`src/rtl/sigmoid_top_k_selector_core_assert.svh`:
```
// Assertion macros for the sigmoid top-k selector.
// Used by the top level; expects clk_i and rst_ni in scope.
`ifndef SIGMOID_TOP_K_SELECTOR_CORE_ASSERT_SVH
`define SIGMOID_TOP_K_SELECTOR_CORE_ASSERT_SVH

// same-cycle implication
`define STK_ASSERT_IMP(name, pre, post) \
  name: assert property (@(posedge clk_i) disable iff (!rst_ni) (pre) |-> (post)) \
    else $error("stk assertion failed");

// next-cycle implication
`define STK_ASSERT_NXT(name, pre, post) \
  name: assert property (@(posedge clk_i) disable iff (!rst_ni) (pre) |=> (post)) \
    else $error("stk assertion failed");

`endif

```
`src/rtl/stk_pkg.sv`:
```
// Package for the sigmoid top-k selector: widths, types, register codes
// and the elaboration-time powers of exp(-1/1024) in Q1.62. No dependencies.
`default_nettype none

package stk_pkg;

  localparam int LOGIT_W        = 16;
  localparam int IDX_W          = 10;
  localparam int PROB_W         = 16;
  localparam int NK_W           = 4;
  localparam logic [NK_W-1:0] NK_RESET = 4'd5;
  localparam int MAX_KEPT_DEF    = 8;
  localparam int MAX_CLASSES_DEF = 1024;

  localparam int Q_W       = 63;
  localparam int FRAC      = 62;
  localparam int EXP_STEPS = 16;
  localparam int DIV_STEPS = 16;
  localparam int D_W       = 44;
  localparam int N_W       = 43;
  localparam int NUM_W     = 60;
  localparam int DEN_W     = 45;

  localparam int APB_AW = 3;
  localparam int APB_DW = 32;
  localparam logic REG_NUM_KEPT = 1'b0;

  localparam logic [63:0] Q62_ONE = 64'd1 << FRAC;

  // Taylor sum of exp(-1/1024) up to the sixth-order term, each term truncated
  localparam logic [63:0] TERM1 = Q62_ONE / 64'd1024;
  localparam logic [63:0] TERM2 = TERM1 / 64'd2048;
  localparam logic [63:0] TERM3 = TERM2 / 64'd3072;
  localparam logic [63:0] TERM4 = TERM3 / 64'd4096;
  localparam logic [63:0] TERM5 = TERM4 / 64'd5120;
  localparam logic [63:0] TERM6 = TERM5 / 64'd6144;
  localparam logic [63:0] EXP_BASE = Q62_ONE - TERM1 + TERM2 - TERM3 + TERM4 - TERM5 + TERM6;

  typedef logic [Q_W-1:0] q_t;
  typedef logic [EXP_STEPS-1:0][Q_W-1:0] exp_pow_t;

  typedef struct packed {
    logic               neg;
    logic               fe;
    logic [LOGIT_W-1:0] a;
  } item_t;

  typedef struct packed {
    logic              valid;
    logic [IDX_W-1:0]  idx;
    logic [PROB_W-1:0] prob;
  } slot_t;

  typedef struct packed {
    logic              filled;
    logic [IDX_W-1:0]  idx;
    logic [PROB_W-1:0] prob;
  } rep_t;

  typedef struct packed {
    logic step;
    logic clear;
    logic rep_load;
    logic rep_shift;
  } cell_ctl_t;

  function automatic q_t mul_q62(q_t u, q_t v);
    logic [2*Q_W-1:0] prod;
    prod = {{Q_W{1'b0}}, u} * {{Q_W{1'b0}}, v};
    return prod[Q_W+FRAC-1:FRAC];
  endfunction

  // powers exp(-2^b/1024) by repeated squaring of the base
  function automatic exp_pow_t exp_powers();
    exp_pow_t pw;
    pw[0] = EXP_BASE[Q_W-1:0];
    for (int b = 1; b < EXP_STEPS; b++) begin
      pw[b] = mul_q62(pw[b-1], pw[b-1]);
    end
    return pw;
  endfunction

  localparam exp_pow_t EXP_POW = exp_powers();

endpackage

`default_nettype wire

```
`src/rtl/stk_exp_step.sv`:
```
// One squaring-power step of the exp(-a/1024) pipeline: two stages,
// partial products of the 32- and 31-bit halves, then their sum. Depends on stk_pkg.
`default_nettype none

module stk_exp_step #(
  parameter int B = 0
) (
  input  wire logic          clk_i,
  input  wire logic          rst_ni,
  input  wire logic          en_i,
  input  wire logic          vld_i,
  input  wire stk_pkg::item_t item_i,
  input  wire stk_pkg::q_t   res_i,
  output      logic          vld_o,
  output      stk_pkg::item_t item_o,
  output      stk_pkg::q_t   res_o
);
  import stk_pkg::*;

  localparam q_t F = EXP_POW[B];

  logic [31:0]    r0, f0;
  logic [Q_W-33:0] r1, f1;
  logic [63:0]    pp00_d, pp00_q;
  logic [62:0]    pp01_d, pp01_q, pp10_d, pp10_q;
  logic [61:0]    pp11_d, pp11_q;
  logic           vld_a_q, mul_q, vld_b_q;
  item_t          item_a_q, item_b_q;
  q_t             res_a_q, res_b_q, res_d;
  logic [63:0]    mid;
  logic [125:0]   sum;

  assign r0 = res_i[31:0];
  assign r1 = res_i[Q_W-1:32];
  assign f0 = F[31:0];
  assign f1 = F[Q_W-1:32];

  assign pp00_d = r0 * f0;
  assign pp01_d = r0 * f1;
  assign pp10_d = r1 * f0;
  assign pp11_d = r1 * f1;

  always_ff @(posedge clk_i or negedge rst_ni) begin
    if (!rst_ni) begin
      vld_a_q <= 1'b0;
      vld_b_q <= 1'b0;
    end else if (en_i) begin
      vld_a_q <= vld_i;
      vld_b_q <= vld_a_q;
    end
  end

  always_ff @(posedge clk_i) begin
    if (en_i) begin
      pp00_q   <= pp00_d;
      pp01_q   <= pp01_d;
      pp10_q   <= pp10_d;
      pp11_q   <= pp11_d;
      mul_q    <= item_i.a[B];
      item_a_q <= item_i;
      res_a_q  <= res_i;
      item_b_q <= item_a_q;
      res_b_q  <= res_d;
    end
  end

  assign mid = 64'(pp01_q) + 64'(pp10_q);
  assign sum = {pp11_q, 64'b0} + {30'b0, mid, 32'b0} + {62'b0, pp00_q};
  assign res_d = mul_q ? sum[Q_W+FRAC-1:FRAC] : res_a_q;

  assign vld_o  = vld_b_q;
  assign item_o = item_b_q;
  assign res_o  = res_b_q;

endmodule

`default_nettype wire

```
`config.mk`:
```
export PLATFORM = sky130hd
export DESIGN_NAME = stk_exp_step
export DESIGN_NICKNAME = d
export VERILOG_FILES = /design/src/rtl/sigmoid_top_k_selector_core_assert.svh /design/src/rtl/stk_pkg.sv /design/src/rtl/stk_exp_step.sv
export SDC_FILE = /design/constraint.sdc
export NUM_CORES = 2
export LEC_CHECK = 0
export ABC_AREA = 0
export BUFFER_PORTS_ARGS = -buffer_cell sky130_fd_sc_hd__buf_2
export CORE_MARGIN = 2
export CORE_UTILIZATION = 56
export DETAILED_ROUTE_END_ITERATION = 8
export HOLD_SLACK_MARGIN = 0.08
export PLACE_DENSITY = 0.79
export SKIP_LAST_GASP = 1
export SYNTH_ARGS = -nofsm -noshare
export SYNTH_HDL_FRONTEND = slang
export SYNTH_SLANG_ARGS = --single-unit
```
`constraint.sdc`:
```
create_clock -name clk_i -period 6.4 [get_ports clk_i]
set_clock_uncertainty 0.15 [all_clocks]
set_input_delay 0.32 -clock clk_i [delete_from_list [all_inputs] [get_ports clk_i]]
set_output_delay 0.32 -clock clk_i [all_outputs]
set_load 0.1 [all_outputs]
```
==> results.md <==
* Status: finished, violations left
* Failing checks: negative setup slack
* Vias after detailed routing at around 70000
* Commonest non-fill, non-tap cell in the layout: inv_1
* R2r endpoint: res_o[46]$_DFFE_PP_
* Dpl ws at -1.88 ns
* FFs w/ async S/R, synth at 0.532%
* H-tree depth at 2
* Top_reg_cell synth: edfxtp_1
* #FFs+latches synth at 376
* First-pass DRT Iterations at 7
* Tightest Pin Transition at roughly 1.1 ns
* Ys Warns at 0
* Hold depth at 3
* Share of cells above drive strength 1 at 31.0%
* PortBufs at around 170
* Post-synthesis instance total at between 7000 and 8000
* Worst Hold Path EP: res_a_q[30]$_DFFE_PP_
* CTS sink count at between 300 and 400
* Max-Slew Margin vs Limit at about 28%
* Setup ws final at -0.960 ns
* CTS Buf Count at 50
* Vias in the first global route at 73100
* Worst skew pair latency at between 0.6 and 0.7 ns
* P&R area growth vs syn at 31.9%
* Fin crit share at 115%
* Core ar. at roughly 0.15 mm^2
* Post-detailed-route wirelength per cell at between 20 and 30 um
* Sequential cell area at between 0.01 and 0.015 mm^2
* Synth top area share at 35.6%
* Startpoint types: primary input
* Reg clk slew, reported paths at roughly 0.06 ns
* CP peak stage delay at 0.60 ns
* Max Slew Vio Count at 0
* Hold_ws at around 0.14 ns
* Setup slack, reg-to-reg at -0.25 ns
* CTS Buffer Depth at 3
* Multi-input logic area at 0.0680 mm^2
* RR Startpoint: pp10_q[9]$_DFFE_PP_
* Final setup TNS at -67.91 ns
* RSZ-0062 raised after global routing: yes
* Maximum Capacitance Violations at 0
* Required time of the worst setup path at 6.66 ns
* GRT Total Usage at between 40% and 50%
* Wire length of the first global-routing pass at just under 500 mm
* Yosys top cell by area: fa_1
* Reg2reg path depth at 26
* Crit-path leading delay family: adder cells
* Number of distinct library cells after synthesis at 86
* Crit end category: flop
* Filler cell count at 10100
* EDFF count, synth at between 300 and 400
* Crit-path slowest cell: fa_2
* HP Class: in -> reg
* Full die area at 0.150 mm^2
* TritonCTS clock tree: yes
* IO Pins at roughly 170
* Hold Path Origin: res_i[30]
* Area post-placement at 0.0996 mm^2
* Vias per Instance at ~5.9
* Drt total wl at between 300 and 400 mm
* Most frequent cells in the layout: 1838 x inv_1, 1836 x buf_4, 1307 x fa_1, 1249 x ha_1, 374 x edfxtp_1
* DRT iter0 DRCs at 8326
* Final setup vio count at about 160
* Initial core utilization at a little under three fifths
* Die width at about 390 um
* Initial antenna violation count at 15
* Fmax at around 140 MHz
* Mapped Avg Cell Area at 10.3 um^2
* CP Max Fanout at 5
* Net Count, Synth at around 11000
* Crit path DAT at ~7.6 ns
* Critical path type: in -> reg
* Rows at 140
* Fin area at ~0.11 mm^2
* Largest cells by area after synthesis: fa_1 36%, ha_1 21%, edfxtp_1 14%
* Fin crit period at between 7 and 8 ns
* Mapped Area at about 0.082 mm^2
* RD Place Congestion at about 1.1
* Worst path bufs/invs at 10
* Largest net degree at the start of global routing at 162
* Antenna viol nets, final at 0
* Crit-path most repeated cell: buf_4
* Die Y at between 300 and 400 um
* Nets@finish at approximately 13000
* Drc violations at 0
* Final Hold Viols at 0
* Detail Placement HPWL at roughly 300 mm
* Clk Tree Root Cell: clkbuf_16
* Register area share after synthesis at approximately 14%
* GRT overflow at 0
## flip-flops by register name, indices dropped and copies added, names as in the netlist
name / flops
pp00_q: 34
pp11_q: 61
item_a_q: 18
vld_a_q: 1
res_o: 63
vld_o: 1
pp01_q: 59
item_o: 18
res_a_q: 62
pp10_q: 59
## worst min-delay path, cell delays in order
cell and delay [ns]:
buf_2 0.13, buf_4 0.21, buf_4 0.17
## cell type report
type	instances	share of cell area, %
Tap cell	1917	2.21
Timing Repair Buffer	2230	16.2
Inverter	1991	6.97
Antenna cell	5	0.0115
Clock buffer	56	1.19
Multi-Input combinational cell	5451	62.6
Clock inverter	36	0.430
Sequential cell	376	10.4
## cells by family (layout without fill, tap and decap cells)
kind of cell / Yosys count / count (layout) / synth area share (%)
other: 0 / 5 / 0
adder cells (fa/ha/maj): 2852 / 2852 / 56.6
flip-flops: 376 / 376 / 13.7
buffers and inverters: 2132 / 4313 / 9.73
multiplexers: 32 / 32 / 0.436
AO/OA/AOI/OAI: 1256 / 1256 / 9.71
XOR/XNOR: 437 / 437 / 4.65
AND/OR/NAND/NOR: 874 / 874 / 5.15
## cell usage after synthesis, types with 12 or more instances
master / count
nand2b_1: 30
nand2_1: 240
nand4_1: 103
and2_1: 23
o31ai_1: 27
and3_1: 35
a31oi_1: 38
or3_1: 14
fa_1: 1463
clkbuf_1: 133
mux2_2: 31
nor3_1: 51
xnor2_1: 279
inv_1: 1991
ha_1: 1381
edfxtp_1: 374
a21oi_1: 465
a21o_1: 224
o21ai_0: 191
a221oi_1: 12
xor2_1: 158
nor2b_1: 44
o21bai_1: 68
o211ai_1: 31
o21a_1: 30
nor2_1: 220
a211oi_1: 32
nand3_1: 67
## worst max path at each step
| stage | start | endpoint | slack (ns) | cells past startpoint |
|---|---|---|---|---|
| after floorplan | res_i[45] | pp10_q[61]$_DFFE_PP_ | -1.02 | 25 |
| after global placement | res_i[41] | pp10_q[61]$_DFFE_PP_ | -1.90 | 30 |
| after detailed placement | res_i[41] | pp10_q[61]$_DFFE_PP_ | -1.88 | 30 |
| after CTS | res_i[13] | pp00_q[57]$_DFFE_PP_ | -0.96 | 28 |
| after global routing | res_i[41] | pp10_q[60]$_DFFE_PP_ | -1.09 | 32 |
| final | res_i[46] | pp10_q[60]$_DFFE_PP_ | -0.96 | 28 |
## through the flow
| stage | util [%] | cells |
|---|---|---|
| global placement | 68.3 | 11700 |
| floorplan | - | 7959 |
| detailed placement | 68.3 | 11700 |
| finish | 74.5 | 12100 |
| CTS | 71.6 | 11900 |
| global route | 74.5 | 12100 |
## what timing repair did
| action | CTS | global route |
|---|---|---|
| endpoints found under the setup margin | 184 | 213 |
| pin swaps | 257 | 448 |
| resized for setup | 373 | 694 |
| setup buffers | 101 | 140 |
| hold buffers | 74 | 1 |
| hold endpoints to repair | 84 | 1 |
| gates cloned | 0 | 1 |
## routing by layer
metal | vias up | global-route usage, % | wire, um
li1 | 30100 | - | -
met1 | 35800 | 62.6 | 137000
met2 | 4656 | 64.5 | 144000
met3 | 1077 | 15.6 | 48100
met4 | 16 | 22.7 | 24500
met5 | - | 0 | 105
Power is not shown: default switching activity piles up to over one toggle a cycle in this logic, so the estimate is an artifact.
