<file path="config.mk">
export PLATFORM = sky130hd
export DESIGN_NAME = stk_cell
export DESIGN_NICKNAME = d
export VERILOG_FILES = /design/src/rtl/sigmoid_top_k_selector_core_assert.svh /design/src/rtl/stk_pkg.sv /design/src/rtl/stk_cell.sv
export SDC_FILE = /design/constraint.sdc
export NUM_CORES = 1
export LEC_CHECK = 0
export BUFFER_PORTS_ARGS = -buffer_cell sky130_fd_sc_hd__buf_2
export CAP_MARGIN = 20
export CORE_UTILIZATION = 44
export DETAILED_ROUTE_END_ITERATION = 12
export PLACE_DENSITY = 0.88
export RECOVER_POWER = 50
export SETUP_SLACK_MARGIN = 0.1
export SYNTH_ARGS = -nofsm -noshare
export SYNTH_HDL_FRONTEND = slang
export SYNTH_SLANG_ARGS = --single-unit
</file>
<file path="constraint.sdc">
create_clock -name clk_i -period 2.1 [get_ports clk_i]
set_input_delay 0.21 -clock clk_i [delete_from_list [all_inputs] [get_ports clk_i]]
set_output_delay 0.21 -clock clk_i [all_outputs]
set_load 0.05 [all_outputs]
</file>
<file path="src/rtl/sigmoid_top_k_selector_core_assert.svh">
// Assertion macros for the sigmoid top-k selector.
// Used by the top level; expects clk_i and rst_ni in scope.
`ifndef SIGMOID_TOP_K_SELECTOR_CORE_ASSERT_SVH
`define SIGMOID_TOP_K_SELECTOR_CORE_ASSERT_SVH

// same-cycle implication
`define STK_ASSERT_IMP(name, pre, post) \
  name: assert property (@(posedge clk_i) disable iff (!rst_ni) (pre) |-> (post)) \
    else $error("stk assertion failed");

// next-cycle implication
`define STK_ASSERT_NXT(name, pre, post) \
  name: assert property (@(posedge clk_i) disable iff (!rst_ni) (pre) |=> (post)) \
    else $error("stk assertion failed");

`endif

</file>
<file path="src/rtl/stk_pkg.sv">
// Package for the sigmoid top-k selector: widths, types, register codes
// and the elaboration-time powers of exp(-1/1024) in Q1.62. No dependencies.
`default_nettype none

package stk_pkg;

  localparam int LOGIT_W        = 16;
  localparam int IDX_W          = 10;
  localparam int PROB_W         = 16;
  localparam int NK_W           = 4;
  localparam logic [NK_W-1:0] NK_RESET = 4'd5;
  localparam int MAX_KEPT_DEF    = 8;
  localparam int MAX_CLASSES_DEF = 1024;

  localparam int Q_W       = 63;
  localparam int FRAC      = 62;
  localparam int EXP_STEPS = 16;
  localparam int DIV_STEPS = 16;
  localparam int D_W       = 44;
  localparam int N_W       = 43;
  localparam int NUM_W     = 60;
  localparam int DEN_W     = 45;

  localparam int APB_AW = 3;
  localparam int APB_DW = 32;
  localparam logic REG_NUM_KEPT = 1'b0;

  localparam logic [63:0] Q62_ONE = 64'd1 << FRAC;

  // Taylor sum of exp(-1/1024) up to the sixth-order term, each term truncated
  localparam logic [63:0] TERM1 = Q62_ONE / 64'd1024;
  localparam logic [63:0] TERM2 = TERM1 / 64'd2048;
  localparam logic [63:0] TERM3 = TERM2 / 64'd3072;
  localparam logic [63:0] TERM4 = TERM3 / 64'd4096;
  localparam logic [63:0] TERM5 = TERM4 / 64'd5120;
  localparam logic [63:0] TERM6 = TERM5 / 64'd6144;
  localparam logic [63:0] EXP_BASE = Q62_ONE - TERM1 + TERM2 - TERM3 + TERM4 - TERM5 + TERM6;

  typedef logic [Q_W-1:0] q_t;
  typedef logic [EXP_STEPS-1:0][Q_W-1:0] exp_pow_t;

  typedef struct packed {
    logic               neg;
    logic               fe;
    logic [LOGIT_W-1:0] a;
  } item_t;

  typedef struct packed {
    logic              valid;
    logic [IDX_W-1:0]  idx;
    logic [PROB_W-1:0] prob;
  } slot_t;

  typedef struct packed {
    logic              filled;
    logic [IDX_W-1:0]  idx;
    logic [PROB_W-1:0] prob;
  } rep_t;

  typedef struct packed {
    logic step;
    logic clear;
    logic rep_load;
    logic rep_shift;
  } cell_ctl_t;

  function automatic q_t mul_q62(q_t u, q_t v);
    logic [2*Q_W-1:0] prod;
    prod = {{Q_W{1'b0}}, u} * {{Q_W{1'b0}}, v};
    return prod[Q_W+FRAC-1:FRAC];
  endfunction

  // powers exp(-2^b/1024) by repeated squaring of the base
  function automatic exp_pow_t exp_powers();
    exp_pow_t pw;
    pw[0] = EXP_BASE[Q_W-1:0];
    for (int b = 1; b < EXP_STEPS; b++) begin
      pw[b] = mul_q62(pw[b-1], pw[b-1]);
    end
    return pw;
  endfunction

  localparam exp_pow_t EXP_POW = exp_powers();

endpackage

`default_nettype wire

</file>
<file path="src/rtl/stk_cell.sv">
// One slot of the ranked list plus its report register; shifts to the
// next cell on insertion and towards the output on report. Depends on stk_pkg.
`default_nettype none

module stk_cell (
  input  wire logic               clk_i,
  input  wire logic               rst_ni,
  input  wire stk_pkg::cell_ctl_t ctl_i,
  input  wire logic               in_use_i,
  input  wire stk_pkg::slot_t     new_i,
  input  wire logic               found_i,
  output      logic               found_o,
  input  wire stk_pkg::slot_t     prev_i,
  output      stk_pkg::slot_t     slot_o,
  input  wire stk_pkg::rep_t      rep_next_i,
  output      stk_pkg::rep_t      rep_o
);
  import stk_pkg::*;

  slot_t slot_q, slot_d, slot_ins;
  rep_t  rep_q, rep_d;
  logic  hit;

  assign hit     = in_use_i && (!slot_q.valid || (new_i.prob > slot_q.prob));
  assign found_o = found_i || hit;

  always_comb begin
    if (hit && !found_i) begin
      slot_ins = new_i;
    end else if (found_i && in_use_i) begin
      slot_ins = prev_i;
    end else begin
      slot_ins = slot_q;
    end
    slot_d = slot_q;
    if (ctl_i.step) begin
      slot_d = ctl_i.clear ? '0 : slot_ins;
    end
  end

  always_comb begin
    rep_d = rep_q;
    if (ctl_i.rep_load) begin
      rep_d.filled = slot_ins.valid;
      rep_d.idx    = slot_ins.valid ? slot_ins.idx : '0;
      rep_d.prob   = slot_ins.valid ? slot_ins.prob : '0;
    end else if (ctl_i.rep_shift) begin
      rep_d = rep_next_i;
    end
  end

  always_ff @(posedge clk_i or negedge rst_ni) begin
    if (!rst_ni) begin
      slot_q <= '0;
      rep_q  <= '0;
    end else begin
      slot_q <= slot_d;
      rep_q  <= rep_d;
    end
  end

  assign slot_o = slot_q;
  assign rep_o  = rep_q;

endmodule

`default_nettype wire

</file>
==> results.yml, run 1 <==
status:
  status: "complete, but fails checks"
  violations: "negative setup slack"
clock_network:
  max-clock-path-buffers: 2
  cts_tree: "yes"
  htreeDepth: 2
  cts_buffers: 5
  root_buffer: "clkbuf_8"
  cts.sinks: 54
  clk_transition_reported_paths_ps: 110
  clkLatencyLatePin_ps: 320
global_routing:
  track_usage_pct: 32.6
  grt_pass1_wl_mm: 19.5
  grt_max_degree: 34
  grt_pass1_vias: 3949
  globalRoute.totalOverflow: 0
  antenna_found_initial: 0
setup_path:
  worstReg2RegStart: "slot_o[1]$_DFFE_PN0P_"
  crit_buf_inv: 4
  start_kind: "flip-flop"
  r2r-end: "rep_o[14]$_DFFE_PN0P_"
  cp_data_arrival_time_ps: 2740
  critPathRequiredTime_ps: 2300
  critPathMaxFanout: 6
  cp_cell_sequence: "inv_2 > ha_4 > nor2b_4 > o211ai_1 > a2111oi_4 > o41ai_4 > buf_4 > o311ai_4 > buf_6 > clkbuf_16 > o22ai_2"
  critPathSlowestCell: "a2111oi_4"
  cpPeakStageDelay_ps: 460
  crit_type: "flip-flop to flip-flop"
  r2r_setup_slack_ps: -440
  worstSetupEndpointType: "flip-flop"
  reg2regPathDepth: 11
  critPathTopFamily: "compound AO/OA/AOI/OAI gates"
die:
  die_y_microns: 89.6
  rows: 31
  die_area_sq_um: 8030
  chipWidth_microns: 89.6
  core-area_sq_um: 7330
  start_util_pct: 46.1
  io_pins: 144
min_path:
  min_path_cells: 3
  holdPathEnd: "rep_o[26]$_DFFE_PN0P_"
  worstHoldStart: "rep_next_i[26]"
  hold_path.class: "input port to flip-flop"
placed_design:
  pre_cts_ws_ps: -287
  dp_hpwl_mm: 8.14
  gp_congestion: 0.859
  placed_area_sq_um: 4540
  portBuffers: 143
sta:
  fin_ws_ps: -437
  finalCritPeriodShare_pct: 121
  setup_viol: 55
  tns_ps: -20710
  min_period_ps: 2540
  finalHoldViolations: 0
  rsz0062_at_grt: "true"
  fmax_mhz: 394
  worst_pin_slew_ps: 1470
  slew_headroom_pct: 1.91
  drv_slew: 0
  fin_worst_skew_ps: 13.9
synthesis:
  synthArstFlopShare_pct: 100
  synthAdderAreaFrac_pct: 5.93
  ys_types: 36
  ys_ff_latch: 54
  synth_top_area_cell: "dfrtp_1"
  synthFlopType: "dfrtp_1"
  synth_nets: 479
  yosysWarnings: 0
  yosys-top-cells-area: "dfrtp_1, o22ai_1, mux2i_1"
  synth_edf_count: 0
  synthesis.area_sq_um: 3380
  synth_top_area_share_pct: 40.0
  synth_top_family_by_area: "compound AO/OA/AOI/OAI gates"
  synth-compound-area-share_pct: 20.0
  synthMuxAreaShare_pct: 8.00
  synthSimpleGateAreaFrac_pct: 17.7
  synth_cells: 374
  synth-xor-area-share_pct: 0
  syn_area_per_cell_sq_um: 9.03
  synth-seq-area-share_pct: 40.0
final_layout:
  syn_to_final_growth_pct: 70.0
  fin_util_pct: 78.3
  fill_cells: 425
  seqCellArea_sq_um: 1370
  final_design_area_no_fill_sq_um: 5740
  nNetsFinal: 662
  layout_commonest_cell: "buf_2"
  final_cell_mix: "buf_2, nand3_1, buf_4, dfrtp_1, o22ai_2"
  multi_input_area_sq_um: 2550
  antenna_cells: 0
  drive_above_1_share_pct: 61.3
drt:
  drc: 0
  drt-met1-wl_mm: 5.46
  met3_length_mm: 1.20
  wl_mm: 14.6
  met2_length_mm: 7.06
  drt_iter0_markers: 372
  wl_per_cell_microns: 22.2
  ant_nets: 0
  dr.max_layer_used: "met4"
  avgViaCountPerCell: 6.29
  via_count: 4133
  first_pass_iters: 5
pwr:
  vdd_drop_max_uv: 341
  power_density_nw_per_um2: 738
  leakagePower_nw: 2.68
job:
  maxCapViolCount: 0
==> metrics by stage <==
stage | instances | hold slack (ps) | total power, mW
after global placement | 625 | 249 | 2.83
final | 657 | 186 | 4.24
after detailed placement | 625 | 251 | 2.88
after CTS | 649 | 184 | 3.92
after global routing | 657 | 187 | 4.37
after floorplan | 374 | -85.6 | 2.37
==> synthesized netlist by cell type, types with 2 or more instances <==
cell type,count
o22ai_1,78
or2_2,25
inv_1,29
buf_2,4
nand3_1,53
nand4_1,3
ha_1,16
nand2_1,30
mux2i_1,27
a21o_1,2
a41o_1,2
dfrtp_1,54
clkbuf_1,22
buf_6,4
a21oi_1,4
==> registers in the layout (all words and copies together), names as in the netlist <==
register  cells
rep_o        27
slot_o       27
==> report_power, final <==
| group | internal (mW) | switching, mW | total [mW] |
|---|---|---|---|
| clock | 0.390 | 0.374 | 0.764 |
| sequential | 1.18 | 0.0921 | 1.27 |
| combinational | 0.870 | 1.33 | 2.20 |
==> kinds of logic (layout without fill, tap and decap cells) <==
logic type | count (synthesis) | count (layout)
flip-flops | 54 | 54
buffers and inverters | 62 | 246
adder cells (fa/ha/maj) | 16 | 16
AO/OA/AOI/OAI | 98 | 98
AND/OR/NAND/NOR | 117 | 117
multiplexers | 27 | 27
==> metal layers <==
metal	up-vias	track usage (%)
met5	-	0
met4	0	15.0
met3	97	6.22
met2	299	54.2
met1	1987	41.3
li1	1750	-
==> how the worst max path moves through the flow <==
stage                     slack [ps]               endpoint  cells after the start             startpoint
after floorplan                 -290  rep_o[14]$_DFFE_PN0P_                      9  slot_o[1]$_DFFE_PN0P_
after global placement          -190                found_o                      9  slot_o[6]$_DFFE_PN0P_
after detailed placement        -290   rep_o[0]$_DFFE_PN0P_                     10  slot_o[6]$_DFFE_PN0P_
after CTS                       -320                found_o                      9  slot_o[1]$_DFFE_PN0P_
after global routing            -530   rep_o[6]$_DFFE_PN0P_                     11  slot_o[1]$_DFFE_PN0P_
final                           -440  rep_o[14]$_DFFE_PN0P_                     11  slot_o[1]$_DFFE_PN0P_
==> cell type report <==
| cell class | count | area share [%] |
|---|---|---|
| timing repair buffer | 209 | 25.7 |
| multi-input combinational | 258 | 44.4 |
| clock inverter | 1 | 0.523 |
| tap | 99 | 2.16 |
| clock buffer | 7 | 1.50 |
| sequential | 54 | 23.9 |
| inverter | 29 | 1.90 |
==> worst register-to-register path, delay by kind of cell, from the launching register on <==
family / cells / cell delay [ps]
and+or+nand+nor: 1 / 130
AOI/OAI and AO/OA: 5 / 1070
buffers and inverters: 4 / 580
adders and majority gates: 1 / 260
DFF: 1 / 400
==> timing repair <==
item                                   4_1_cts  5_1_grt
endpoints found under the hold margin       24        0
pin swaps                                   17       22
setup endpoints to repair                   55       55
cloned                                       4        3
resized for setup                           74       48
setup buffers                               11        5
hold buffers                                 1        0
(Power assumes the default switching activity.)
==> run 2: changes to the inputs <==
--- a/config.mk
+++ b/config.mk
@@ -5,9 +5,10 @@
 export SDC_FILE = /design/constraint.sdc
 export NUM_CORES = 1
 export LEC_CHECK = 0
+export ABC_AREA = 1
 export BUFFER_PORTS_ARGS = -buffer_cell sky130_fd_sc_hd__buf_2
 export CAP_MARGIN = 20
-export CORE_UTILIZATION = 44
+export CORE_UTILIZATION = 45
 export DETAILED_ROUTE_END_ITERATION = 12
 export PLACE_DENSITY = 0.88
 export RECOVER_POWER = 50
==> run 2 against run 1 <==
Effect of this change:
- the run still ends with negative setup slack left
- critical path depth up 5
- sequential share of layout area rose by 0.40 points
- non-clock buffer count down 21
- highest routed layer unchanged
==> results.yml, run 2 <==
setup_path:
  worstReg2RegStart: "slot_o[11]$_DFFE_PN0P_"
  crit_buf_inv: 4
  worstSetupEndpointType: "flip-flop"
  cp_cell_sequence: "inv_4 > ha_4 > nand2_2 > inv_2 > nand3_2 > nor2_2 > nand2_1 > nand2_1 > nand2_2 > nand2_4 > buf_4 > bufbuf_16 > nand4_1 > nand2_4 > nand3_2 > a21oi_2"
  start_kind: "flip-flop"
  r2r-end: "rep_o[24]$_DFFE_PN0P_"
  cp_data_arrival_time_ps: 2830
  crit_start: "slot_o[11]$_DFFE_PN0P_"
  critPathMaxFanout: 8
  reg2regPathDepth: 16
  crit_type: "flip-flop to flip-flop"
  critPathSlowestCell: "dfrtp_2"
  cpPeakStageDelay_ps: 410
  critPathTopFamily: "simple AND/OR/NAND/NOR gates"
  critPathRequiredTime_ps: 2350
  r2r_setup_slack_ps: -480
die:
  start_util_pct: 46.6
  die_y_microns: 91.6
  chipWidth_microns: 91.6
  io_pins: 144
  rows: 32
  die_area_sq_um: 8400
  core-area_sq_um: 7770
synthesis:
  synth_nets: 586
  synth_edf_count: 0
  synth_cells: 481
  synth.most_common_cell: "nand2_1"
  ys_ff_latch: 54
  synth_common_cells: "nand2_1, nor2_1, o21ai_0, dfrtp_1, a21oi_1"
  synth_top_area_share_pct: 37.4
  synthArstFlopShare_pct: 100
  synthesis.area_sq_um: 3620
  synthFlopType: "dfrtp_1"
  synth-seq-area-share_pct: 37.4
  yosys-top-cells-area: "dfrtp_1, nand2_1, o21ai_0"
  synth_top_area_cell: "dfrtp_1"
  syn_area_per_cell_sq_um: 7.52
  yosysWarnings: 0
  ys_types: 24
sta:
  fin_worst_skew_ps: 20.8
  finalHoldViolations: 0
  fmax_mhz: 388
  rsz0062_at_grt: "true"
  drv_slew: 0
  worst_pin_slew_ps: 1310
  whs_ps: 157
  tns_ps: -14000
  min_period_ps: 2580
  fin_ws_ps: -478
  setup_viol: 55
  slew_headroom_pct: 12.8
  finalCritPeriodShare_pct: 123
placed_design:
  dp_hpwl_mm: 8.34
  gp_congestion: 0.902
  portBuffers: 143
  pre_cts_ws_ps: -131
  placed_area_sq_um: 4510
  place_inst: 708
clock_network:
  cts_buffers: 5
  root_buffer: "clkbuf_8"
  cts_tree: "yes"
  clkLatencyLatePin_ps: 340
  cts.sinks: 54
  max-clock-path-buffers: 2
  clk_transition_reported_paths_ps: 130
  htreeDepth: 2
pwr:
  p_sw_mw: 1.67
  leakagePower_nw: 2.57
  power.internal_mw: 2.00
  power_density_nw_per_um2: 649
  pwr-share-comb_pct: 48.5
  pwr-share-clk_pct: 18.1
  pwr-share-seq_pct: 33.3
  sw_frac_of_total_pct: 45.5
  vdd_drop_max_uv: 340
  power_mw: 3.67
drt:
  wl_per_cell_microns: 20.1
  drc: 0
  wl_mm: 15.0
  via_count: 4589
  first_pass_iters: 6
  drt_iter0_markers: 407
  avgViaCountPerCell: 6.16
  ant_nets: 0
global_routing:
  grt_pass1_vias: 4206
  globalRoute.totalOverflow: 0
  grt_max_degree: 55
  antenna_found_initial: 0
  grt_pass1_wl_mm: 20.6
  track_usage_pct: 30.9
final_layout:
  layout_commonest_cell: "buf_2"
  syn_to_final_growth_pct: 56.2
  fill_cells: 531
  antenna_cells: 0
  nNetsFinal: 747
  final_cell_mix: "buf_2, nor2_1, dfrtp_1, nand2_2, o21ai_0"
  fin_util_pct: 72.7
  final_design_area_no_fill_sq_um: 5650
  drive_above_1_share_pct: 56.1
  final_cells: 745
min_path:
  min_path_cells: 3
  holdPathEnd: "rep_o[26]$_DFFE_PN0P_"
  worstHoldStart: "rep_next_i[26]"
  hold_path.class: "input port to flip-flop"
job:
  maxCapViolCount: 0
status:
  status: "complete, but fails checks"
  violations: "negative setup slack"
==> run 2: layer usage <==
metal / wire (microns) / track usage [%] / part of all wire, %
met1: 5660 / 40.0 / 38
met3: 1520 / 5.72 / 10
met4: 786 / 14.8 / 5.2
met5: 0 / 0 / 0
met2: 7020 / 49.7 / 47
==> run 2: area by class of cell <==
type	instances	area (sq um)	share of cell area, %
repair buffers	188	1240	22.0
clock inverters	3	28.8	0.510
well taps	102	128	2.26
flip-flops and latches	54	1370	24.3
clock buffers	5	68.8	1.22
inverters	38	148	2.61
multi-input cells	355	2660	47.1
==> run 2: power groups by stage <==
stage / Clock (mW) / Combinational [mW] / Sequential, mW
global placement: 0 / 1.26 / 1.23
floorplan: 0 / 0.514 / 1.61
finish: 0.664 / 1.78 / 1.22
global route: 0.706 / 1.87 / 1.23
detailed placement: 0 / 1.28 / 1.23
CTS: 0.661 / 1.51 / 1.21
==> run 2: what timing repair did <==
| action | in CTS | in global routing |
|---|---|---|
| gates resized for setup | 108 | 85 |
| setup endpoints to repair | 55 | 55 |
| hold buffers | 1 | 0 |
| endpoints found under the hold margin | 18 | 0 |
| buffers inserted | 18 | 6 |
| pin swaps | 24 | 31 |
| gates cloned | 4 | 2 |
==> run 2: worst max-delay path by stage <==
stage / endpoint / slack (ps) / depth (start not counted)
after floorplan: found_o / -20 / 14
after global placement: rep_o[13]$_DFFE_PN0P_ / -40 / 13
after detailed placement: rep_o[12]$_DFFE_PN0P_ / -130 / 13
after CTS: slot_o[18]$_DFFE_PN0P_ / -130 / 16
after global routing: rep_o[24]$_DFFE_PN0P_ / -580 / 16
final: rep_o[24]$_DFFE_PN0P_ / -480 / 16
==> run 2: kinds of logic (layout without fill, tap and decap cells) <==
| logic type | after synthesis | after routing | synth area share (%) |
|---|---|---|---|
| fa+ha+maj | 16 | 16 | 5.54 |
| buf+inv | 73 | 234 | 8.79 |
| compound gates | 116 | 116 | 18.0 |
| flops | 54 | 54 | 37.4 |
| simple gates | 222 | 223 | 30.3 |
==> run 2: worst reg2reg max path, cell delays in order (launching register included) <==
cell and delay [ps]:
dfrtp_2 410, inv_4 50, ha_4 260, nand2_2 50
inv_2 90, nand3_2 100, nor2_2 140, nand2_1 60
nand2_1 70, nand2_2 60, nand2_4 90, buf_4 140
bufbuf_16 260, nand4_1 280, nand2_4 200, nand3_2 100
a21oi_2 140
==> run 3: changes to the inputs <==
--- a/config.mk
+++ b/config.mk
@@ -7,7 +7,8 @@
 export LEC_CHECK = 0
 export ABC_AREA = 1
 export BUFFER_PORTS_ARGS = -buffer_cell sky130_fd_sc_hd__buf_2
-export CAP_MARGIN = 20
+export CAP_MARGIN = 25
+export CORE_ASPECT_RATIO = 0.6
 export CORE_UTILIZATION = 45
 export DETAILED_ROUTE_END_ITERATION = 12
 export PLACE_DENSITY = 0.88
==> run 3 against run 2 <==
Effect of this change:
- sequential share of layout area increased by 0.93 points
- routed wire length decreased by 4.1%
- combinational power decreased by 8%
- highest routed layer unchanged
- largest cell class unchanged
- via count decreased by 4.3%
- clock power increased by 54%
- the flow still finishes with violations (negative setup slack)
==> results.yml, run 3 (synthesis results as in run 2) <==
global_routing:
  grt_max_degree: 40
  track_usage_pct: 31.3
  grt_pass1_vias: 3945
  antenna_found_initial: 0
  grt_pass1_wl_mm: 20.2
  globalRoute.totalOverflow: 0
sta:
  whs_ps: 191
  setup_viol: 55
  worst_pin_slew_ps: 1020
  rsz0062_at_grt: "true"
  slew_headroom_pct: 31.3
  finalHoldViolations: 0
  drv_slew: 0
  fin_worst_skew_ps: 7.55
  fmax_mhz: 424
  min_period_ps: 2360
  fin_ws_ps: -257
  finalCritPeriodShare_pct: 112
pwr:
  power_density_nw_per_um2: 712
  leakagePower_nw: 2.46
  vdd_drop_max_uv: 392
  power_mw: 3.87
setup_path:
  critPathMaxFanout: 9
  path_common_cell: "nand2_1"
  critPathSlowestCell: "dfrtp_2"
  critPathTopFamily: "simple AND/OR/NAND/NOR gates"
  crit_type: "flip-flop to flip-flop"
  start_kind: "flip-flop"
  worstSetupEndpointType: "flip-flop"
  cpPeakStageDelay_ps: 370
  crit_buf_inv: 2
  cp_data_arrival_time_ps: 2510
  cp_cell_sequence: "inv_2 > ha_4 > nand4_1 > nor2_4 > nand2_1 > nand2_1 > nand2_2 > nand2_4 > nand3_4 > clkbuf_16 > nand2_1 > nand2_2 > nand3_1 > o21ai_1"
  critPathRequiredTime_ps: 2260
final_layout:
  fill_cells: 541
  drive_above_1_share_pct: 47.8
  multi_input_area_sq_um: 2480
  syn_to_final_growth_pct: 50.4
  layout_commonest_cell: "buf_2"
  final_cell_mix: "buf_2, nor2_1, dfrtp_1, nand2_1, a21oi_1"
  fin_util_pct: 72.5
  antenna_cells: 0
  seqCellArea_sq_um: 1370
  nNetsFinal: 740
clock_network:
  cts.sinks: 54
  cts_tree: "yes"
  htreeDepth: 2
  max-clock-path-buffers: 2
  clk_transition_reported_paths_ps: 80
  clkLatencyLatePin_ps: 300
  cts_buffers: 5
  root_buffer: "clkbuf_16"
drt:
  avgViaCountPerCell: 5.94
  first_pass_iters: 6
  dr.max_layer_used: "met4"
  drt-met1-wl_mm: 6.14
  met3_length_mm: 1.86
  drt_iter0_markers: 573
  wl_per_cell_microns: 19.4
  via_count: 4393
  ant_nets: 0
  met2_length_mm: 5.93
  drc: 0
  wl_mm: 14.4
placed_design:
  pre_cts_ws_ps: -115
  dp_hpwl_mm: 8.86
  gp_congestion: 0.945
  portBuffers: 143
die:
  core-area_sq_um: 7510
  die_y_microns: 71.4
  chipWidth_microns: 118
  rows: 24
  io_pins: 144
  start_util_pct: 48.2
  die_area_sq_um: 8410
status:
  violations: "negative setup slack"
  status: "complete, but fails checks"
min_path:
  hold_path.class: "input port to flip-flop"
job:
  maxCapViolCount: 0
==> run 3: area by class of cell <==
class / count / area share (%)
repair buffers: 182 / 21.0
inverters: 38 / 2.62
clock inverters: 2 / 0.713
clock buffers: 6 / 2.55
multi-input cells: 354 / 45.5
flip-flops and latches: 54 / 25.2
well taps: 104 / 2.39
==> run 3: where the power goes <==
| part | switching [mW] | total, mW | internal, mW |
|---|---|---|---|
| combinational | 1.11 | 1.63 | 0.518 |
| sequential | 0.0679 | 1.22 | 1.15 |
| clock | 0.423 | 1.02 | 0.601 |
==> run 3: what timing repair did <==
action / 4_1_cts / 5_1_grt
setup endpoints to repair: 55 / 55
buffers inserted: 8 / 1
pin swaps: 23 / 23
endpoints found under the hold margin: 26 / 0
hold buffers: 1 / 0
cloned: 0 / 4
gates resized for setup: 78 / 58
==> run 3: worst paths after layout <==
check,to,cells past startpoint,startpoint,slack [ps]
max,slot_o[17]$_DFFE_PN0P_,14,slot_o[14]$_DFFE_PN0P_,-260
min reg2reg,rep_o[15]$_DFFE_PN0P_,2,rep_o[15]$_DFFE_PN0P_,520
max reg2reg,slot_o[17]$_DFFE_PN0P_,14,slot_o[14]$_DFFE_PN0P_,-260
min in group asynchronous,slot_o[2]$_DFFE_PN0P_,2,rst_ni,540
min,rep_o[26]$_DFFE_PN0P_,3,rep_next_i[26],190
max in group asynchronous,slot_o[4]$_DFFE_PN0P_,3,rst_ni,920
==> run 3: routing by layer <==
| layer | up-vias | GRT usage [%] |
|---|---|---|
| met3 | 51 | 7.09 |
| met2 | 347 | 45.5 |
| met5 | - | 0 |
| li1 | 1946 | - |
| met4 | 0 | 7.26 |
| met1 | 2049 | 47.0 |
==> run 3: per-stage QoR <==
step | std cells | instance area, sq um | TNS [ps]
floorplan | 481 | 3670 | -285
global placement | 718 | 4590 | -122
detailed placement | 718 | 4590 | -2580
CTS | 735 | 5100 | -1460
global route | 740 | 5440 | -11860
finish | 740 | 5440 | -8600
==> run 3: tightest hold or removal path: cells and delay by family <==
kind | cells | cell delay [ps]
AO/OA/AOI/OAI | 1 | 120
buffers and inverters | 1 | 80
AND/OR/NAND/NOR | 1 | 50
